File: src/design/spq_pkg.sv
// ----------------------------------------------------------------------------
// spq_pkg: shared types and constants for the sorted priority queue
// Sizes, status codes and the entry/command structs used by the cells.
// ----------------------------------------------------------------------------
package spq_pkg;

    localparam int CAPACITY    = 64;
    localparam int SCORE_BITS  = 16;
    localparam int HANDLE_BITS = 16;
    localparam int COUNT_W     = $clog2(CAPACITY + 1);

    localparam logic [1:0] ST_PUSHED = 2'd0;
    localparam logic [1:0] ST_POPPED = 2'd1;
    localparam logic [1:0] ST_EMPTY  = 2'd2;
    localparam logic [1:0] ST_FULL   = 2'd3;

    localparam logic MODE_PUSH = 1'b0;
    localparam logic MODE_POP  = 1'b1;

    typedef struct packed {
        logic [SCORE_BITS-1:0]  score;
        logic [HANDLE_BITS-1:0] handle;
    } entry_t;

    typedef struct packed {
        logic                   push;
        logic                   pop;
        logic [SCORE_BITS-1:0]  score;
        logic [HANDLE_BITS-1:0] handle;
    } cmd_t;

endpackage

File: src/design/spq_cell.sv
// ----------------------------------------------------------------------------
// spq_cell: one slot of the sorted shift chain
// Holds one entry; on push shifts right past the insertion point, on pop
// takes the entry of its right neighbor.
// ----------------------------------------------------------------------------
module spq_cell
    import spq_pkg::*;
(
    input  logic   clk,
    input  cmd_t   cmd,
    input  logic   occ,
    input  entry_t left_entry,
    input  logic   left_move,
    input  entry_t right_entry,
    output entry_t entry,
    output logic   move
);

    entry_t entry_reg;
    entry_t entry_next;

    // slot is at or after the insertion point (strict > keeps ties in order)
    assign move  = !occ || (entry_reg.score > cmd.score);
    assign entry = entry_reg;

    always_comb
    begin
        entry_next = entry_reg;
        if (cmd.push && move)
        begin
            if (left_move)
                entry_next = left_entry;
            else
                entry_next = '{score: cmd.score, handle: cmd.handle};
        end
        else if (cmd.pop)
        begin
            entry_next = right_entry;
        end
    end

    always_ff @(posedge clk)
    begin
        entry_reg <= entry_next;
    end

endmodule

File: config.mk
export PLATFORM = sky130hd
export DESIGN_NAME = spq_cell
export DESIGN_NICKNAME = d
export VERILOG_FILES = /design/src/design/spq_pkg.sv /design/src/design/spq_cell.sv
export SDC_FILE = /design/constraint.sdc
export NUM_CORES = 1
export LEC_CHECK = 0
export ABC_AREA = 1
export BUFFER_PORTS_ARGS = -buffer_cell sky130_fd_sc_hd__buf_2
export CORE_AREA = 5 5 78 80
export CTS_CLUSTER_SIZE = 12
export DETAILED_ROUTE_END_ITERATION = 10
export DIE_AREA = 0 0 83 85
export MAX_ROUTING_LAYER = met4
export PLACE_DENSITY = 0.82
export SETUP_SLACK_MARGIN = 0.2
export SYNTH_ARGS = -nofsm -noshare
export SYNTH_HDL_FRONTEND = slang
export SYNTH_SLANG_ARGS = --single-unit
File: constraint.sdc
create_clock -name clk -period 3.4 [get_ports clk]
set_clock_uncertainty 0.1 [all_clocks]
set_input_delay 0.17 -clock clk [delete_from_list [all_inputs] [get_ports clk]]
set_output_delay 0.17 -clock clk [all_outputs]
set_load 0.01 [all_outputs]
Word level (Yosys, flattened, before mapping)
Index checks and enable logic that the tools add are counted.

Register bits: 32. Input bits: 101. Word-level logic and storage cells: 10.

Magnitude comparators: 1. Muxes and demuxes: 3. Reduce and logical (&&, ||, !) cells: 4.

Operators by type and width (number): 32-bit two-way mux (3); 16-bit > comparator (1); 2-bit nonzero test (1); 1-bit logical AND (1); 1-bit logical NOT (1); 1-bit logical OR (1).

Longest topological paths before layout
Gate-level depths: netlist of the first run.

Word-level depth: 4. Gate-level depth with buffers: 17. Mapped depth without buffers: 16.

Worst setup path after synthesis of the first run
No wires, ideal clock.

Path type: register to register. From: register entry_reg (netlist bit entry[31]). To: register entry_reg (netlist bit entry[0]) (enable). Library setup time: 0.389 ns. Arrival: 2.189 ns. Data required time: 2.911 ns. Slack: 0.721 ns. Stages on the path, launching flop included: 11. Buffers on the path: 1. Period minus slack after synthesis: 2.679 ns. Path through: edfxtp_1 > ha_1 > nand2_1 > nor3_2 > nand2_1 > nand2_1 > nand2_2 > nand2_4 > nand2_4 > buf_6 > nand2_1.

Word-level cells in the longest chain between the ends: 4.

RTL lines: start, declared (line spq_cell.sv:19) `entry_t entry_reg;`; start signal, assigned (line spq_cell.sv:44) `entry_reg <= entry_next;`; 16-bit > comparator (line spq_cell.sv:23) `assign move = !occ || (entry_reg.score > cmd.score);`; 1-bit logical OR (line spq_cell.sv:23); 1-bit logical AND (line spq_cell.sv:29) `if (cmd.push && move)`; 2-bit nonzero test (no line).

Every way passes these cells. A chain may end at the register's enable or synchronous reset.

Worst setup path in the final report of the first run
From: register entry_reg (netlist bit entry[27]). To: register entry_reg (netlist bit entry[0]) (enable).

The elaborated chain is that of the path after synthesis.

==> metrics, run 1 <==
status finished, final reports clean; Final ANT Viol Nets 0; Final Wtd Congestion 0.837; GRT overflow 0; setup tns final 0 ns; Largest register FFs 32; H-tree depth 2; WL/cell 12.9 µm; PwrDens 380 nW/µm²; Starting DRT DRC Count 115; residual DRC count 0; Power, Total 1.14 mW; share of layout cells above drive strength 1 41.1%; Post-CTS Setup Inserts 0; synth top area cells edfxtp_1 (43%), nand2_1 (16%), ha_1 (8.9%), mux2_2 (8.5%), nand3_1 (7.6%); first-pass GRT wire length 10000 µm; crit path cell chain ha_1 > nand4_1 > nor3_2 > nand2_1 > nand2_1 > nand2_2 > nand2_4 > nand2_4 > nand2_1 > buf_4; pin count of the biggest net entering global routing 48; CP Launch Type flop; period utilization 79.4%; Worst EP required 3.26 ns; Most used DFF post-synth edfxtp_1; hold_buf cts 0; Yosys warnings 0; CP Capture Point entry[0]$_DFFE_PP_; Detail Placement HPWL 4750 µm; port bufs 133; max_cap viols 0; initial antenna violation count 1; met2 Track Usage GR 29.8%; met1 usage 20.7%; syn_nets 382; cell repeated most along the worst path nand2_1; CTS tree built; die height 85 µm; Inserted Clock Buffers 5; clk_lat worst skew 0.27 ns; synth unique cells 19; RR Startpoint entry[27]$_DFFE_PP_; Clock transition at path regs 0.06 ns; Critical Path End Type flop; mean area per synthesized cell 8.48 µm²; Max Slew Vio Count 0; sequential share of the synthesized area 42.8%; Min Hold Slack 0.0631 ns; met3 Use GR 5.44%; nets@finish 509; r2r worst-path depth 10; Die Width 83 µm; starting density of the core 42.1%; FF-to-FF End entry[0]$_DFFE_PP_; crit path max-delay cell type edfxtp_1; commonest cells in the netlist nand2_1 (97), nand3_1 (34), edfxtp_1 (32); Core Area 5340 µm²; final wirelength 5980 µm; CTS Sinks 32; final number of hold-violating endpoints 0; ys async rst share 0%; register-to-register setup slack 0.70 ns; most common cell in the netlist nand2_1; Top delay family on crit path simple AND/OR/NAND/NOR gates; cell area after layout 3000 µm²; Synth top area share 42.8%; # setup viols final 0; post-CTS sizing 0; Critical Path Start entry[27]$_DFFE_PP_; RSZ-0062 raised after global routing no; die area 7060 µm²; Total GRT Usage 17.8%; site row count 27; post-place instance area 2920 µm²; post-synthesis register bit count 32; area leader, netlist edfxtp_1; CP Max Fanout 34; Max transition margin 45.3%; critical path depth 10; GR peak layer met2; Min-Delay Path Class in -> reg; Arr. time, crit path 2.56 ns; Final min period 2.70 ns; Pre-Repair DR Iteration Count 4; I/O Pins 134; cells after synthesis 265; via count 2200; Worst Tran Pin Value 0.820 ns; vias per std cell 4.73; Highest Clock Rate 0.370 GHz; crit path kind reg -> reg; crit-path max cell delay 0.40 ns; Buf+Inv Stages, Crit Path 1; Leak 1.62 nW; Post-synth EDFFs 32; Post-Syn Area 2250 µm²; CTS max path bufs 2; Peak VDD IR 191 µV; vias in the first global route 2265; clock root buffer clkbuf_8; Area growth syn-to-layout 33.4%
[tightest hold or removal path, stage by stage]
cell and delay (ns):
buf_2 0.08, nand2_1 0.04, nand2_1 0.04
[layer usage]
metal	routed length, µm	vias up
met5	0	-
met4	78	0
met3	479	6
met2	2910	102
met1	2520	948
li1	-	1144
[cells in the final DEF (no fill, tap or decap)]
| cell | n |
|---|---|
| inv_1 | 21 |
| nand2_2 | 1 |
| edfxtp_1 | 32 |
| o21ai_0 | 16 |
| buf_4 | 2 |
| nand3_1 | 34 |
| a21oi_1 | 6 |
| nand4_1 | 1 |
| clkbuf_8 | 5 |
| a21o_1 | 1 |
| ha_1 | 16 |
| nand2_1 | 97 |
| nor3_2 | 1 |
| clkinv_1 | 2 |
| buf_2 | 133 |
| nor2_1 | 5 |
| mux2_2 | 17 |
| diode_2 | 1 |
| nand2_4 | 2 |
[kinds of logic after synthesis]
group	after synthesis	share of synthesized area [%]
simple gates	141	26.6
buf+inv	36	7.91
flops	32	42.8
compound gates	23	5.24
mux	17	8.52
fa+ha+maj	16	8.91
[metrics by stage]
step | instances | utilization (%) | setup WS [ns]
after global routing | 465 | 56.1 | 0.506
after CTS | 464 | 56.1 | 0.664
after floorplan | 265 | - | 0.721
after global placement | 457 | 54.7 | 0.747
after detailed placement | 457 | 54.7 | 0.678
final | 465 | 56.1 | 0.700
[where the power goes]
part	internal [mW]	switching, mW
clock network	0.135	0.123
registers	0.503	0.0198
logic	0.155	0.204
total	0.792	0.347
[final cells by class]
class	instances	area [µm²]
inverter	21	78.8
sequential	32	961
clock inverter	2	7.51
timing repair buffer	135	681
fill	514	2340
antenna	1	2.50
tap	72	90.1
multi-input combinational	197	1110
clock buffer	5	68.8
[worst min-delay path by stage]
| stage | from | to | depth (start not counted) |
|---|---|---|---|
| after floorplan | right_entry[0] | entry[0]$_DFFE_PP_ | 2 |
| after detailed placement | right_entry[19] | entry[19]$_DFFE_PP_ | 3 |
| after CTS | right_entry[10] | entry[10]$_DFFE_PP_ | 3 |
| after global routing | right_entry[16] | entry[16]$_DFFE_PP_ | 3 |
| after global placement | right_entry[31] | entry[31]$_DFFE_PP_ | 3 |
| final | right_entry[16] | entry[16]$_DFFE_PP_ | 3 |
No activity file was read; power rests on OpenSTA's default activity.
==> run 2, diff against run 1 <==
CORE_AREA = 5 5 81 83   (was 5 5 78 80)
DIE_AREA = 0 0 86 88   (was 0 0 83 85)
PLACE_DENSITY = 0.8   (was 0.82)
clock period = 2.4 ns   (was 3.4 ns; I/O delays follow)
==> run 2 against run 1 <==
Hold slack worse by 0.055 ns; final area is 5.8% higher; flip-flop and latch count unchanged; die area is 7.3% higher; utilization is 1.3 points lower; clock-buffer cell count unchanged; register-to-register slack got worse by 0.44 ns; sequential share of layout area down 1.8 points; combinational power is 66% higher.
==> metrics, run 2 (synthesized netlist as in run 1, its figures left out) <==
Worst Tran Pin Value 0.712 ns (-0.108 ns); final number of hold-violating endpoints 0 (unchanged); clock root buffer clkbuf_8; first-pass GRT wire length 10200 µm (+1.9%); I/O Pins 134 (unchanged); crit path max-delay cell type edfxtp_1; Total GRT Usage 17.7% (-0.12 points); setup tns final 0 ns (unchanged); Die Width 86 µm (+3.6%); most frequent cells in the layout buf_2 (132), nand2_1 (96), nand3_1 (34); Final ANT Viol Nets 0 (unchanged); H-tree depth 2 (unchanged); Highest Clock Rate 0.467 GHz (+26%); Inserted Clock Buffers 5 (unchanged); die height 88 µm (+3.5%); Hold Startpoint right_entry[3]; CP Max Fanout 8 (-76%); Worst EP required 2.33 ns (-0.93 ns); Clock transition at path regs 0.07 ns (about the same); port bufs 133 (unchanged); cell area after layout 3170 µm² (+5.8%); Antenna Cells 0 (-1); Core Area 5780 µm² (+8.3%); Final Wtd Congestion 0.838 (+0.16%); starting density of the core 38.9% (-3.2 points); cell repeated most along the worst path nand3_1; GRT overflow 0 (unchanged); crit path cell chain ha_4 > nand4_1 > nor3_2 > nand3_1 > nand2_2 > nand2_4 > buf_4 > clkbuf_16 > nand3_1 > nand2_1; RR Startpoint entry[27]$_DFFE_PP_; Peak VDD IR 269 µV (+41%); WL/cell 14.6 µm (+14%); nets@finish 520 (+2.2%); CTS tree built; max_cap viols 0 (unchanged); Max transition margin 52.5% (+7.2 points); CTS Sinks 32 (unchanged); Arr. time, crit path 2.07 ns (-0.49 ns); pin count of the biggest net entering global routing 36 (-25%); period utilization 89.3% (+9.9 points); residual DRC count 0 (unchanged); via count 2341 (+6.4%); vias in the first global route 2259 (-0.26%); Critical Path Start entry[27]$_DFFE_PP_; PwrDens 540 nW/µm² (+42%); share of layout cells above drive strength 1 42.7% (+1.6 points); post-place instance area 2940 µm² (+0.90%); RSZ-0062 raised after global routing yes; Final min period 2.14 ns (-0.557 ns); site row count 28 (+3.7%); Detail Placement HPWL 4990 µm (+5.0%); clk_lat worst skew 0.28 ns (about the same); initial antenna violation count 0 (-1); Starting DRT DRC Count 101 (-12%); CP Launch Type flop; Leak 1.70 nW (+4.7%); # setup viols final 0 (unchanged); most common cell after layout, fill and taps aside buf_2; Critical Path End Type flop; crit path kind reg -> reg; final wirelength 7000 µm (+17%); Min-Delay Path Class in -> reg; Pre-Repair DR Iteration Count 4 (unchanged); Area growth syn-to-layout 41.2%; status finished, final reports clean; Max Slew Vio Count 0 (unchanged); Largest register FFs 32 (unchanged); CTS max path bufs 2 (unchanged); die area 7570 µm² (+7.3%); vias per std cell 4.90 (+3.5%); crit-path max cell delay 0.43 ns (+0.03 ns)
-- run 2: cell count changes in the layout (fill, tap and decap cells not counted), moves of 2 or more --
cell           change
buf_6              +3
buf_4              +4
dlygate4sd3_1      +2
buf_12             +2
-- run 2: repair_timing --
action,4_1_cts,5_1_grt
pin swaps,0,1
gates cloned,0,2
endpoints found under the hold margin,2,0
endpoints found under the setup margin,1,65
resized for setup,3,7
hold buffers,2,0
setup buffers,0,5
-- run 2: layout make-up --
type | instances | area, µm²
timing repair buffer | 146 | 825
inverter | 21 | 78.8
fill | 530 | 2610
sequential | 32 | 961
tap | 75 | 93.8
clock buffer | 5 | 68.8
multi-input combinational | 197 | 1140
clock inverter | 2 | 7.51
-- run 2: path summary, 6_finish.rpt --
check	endpoint	slack (ns)	cells past startpoint
min	entry[3]$_DFFE_PP_	0.008	3
max	entry[2]$_DFFE_PP_	0.26	10
max reg2reg	entry[2]$_DFFE_PP_	0.26	10
min reg2reg	entry[26]$_DFFE_PP_	1.12	10
-- run 2: report_power, final --
group | leakage (nW) | total (mW) | internal [mW] | switching [mW]
sequential | 0.328 | 0.742 | 0.712 | 0.0299
combinational | 1.33 | 0.596 | 0.274 | 0.322
clock | 0.0391 | 0.375 | 0.191 | 0.184
-- run 2: metal layers --
layer  track usage [%]  share of wire (%)
met1              20.4                 39
met2              30.7                 52
met3              3.95                7.6
met4              5.18                1.1
met5                 -                  0
-- run 2: critical path: cells and delay by family, from the launching register on --
family                     cells  cell delay (ns)
adders and majority gates      1             0.31
and+or+nand+nor                7             0.75
buffers and inverters          2             0.31
DFF                            1             0.43
-- run 2: per-stage QoR --
stage	worst slack [ns]	std cells	utilization, %	hold WS, ns	power, mW
floorplan	0.221	265	-	0.199	1.07
global placement	0.302	462	50.9	0.286	1.26
detailed placement	0.246	462	50.9	0.285	1.28
CTS	0.219	471	52.8	0.00185	1.67
global route	0.153	478	54.8	0.00293	1.82
finish	0.257	478	54.8	0.00782	1.71
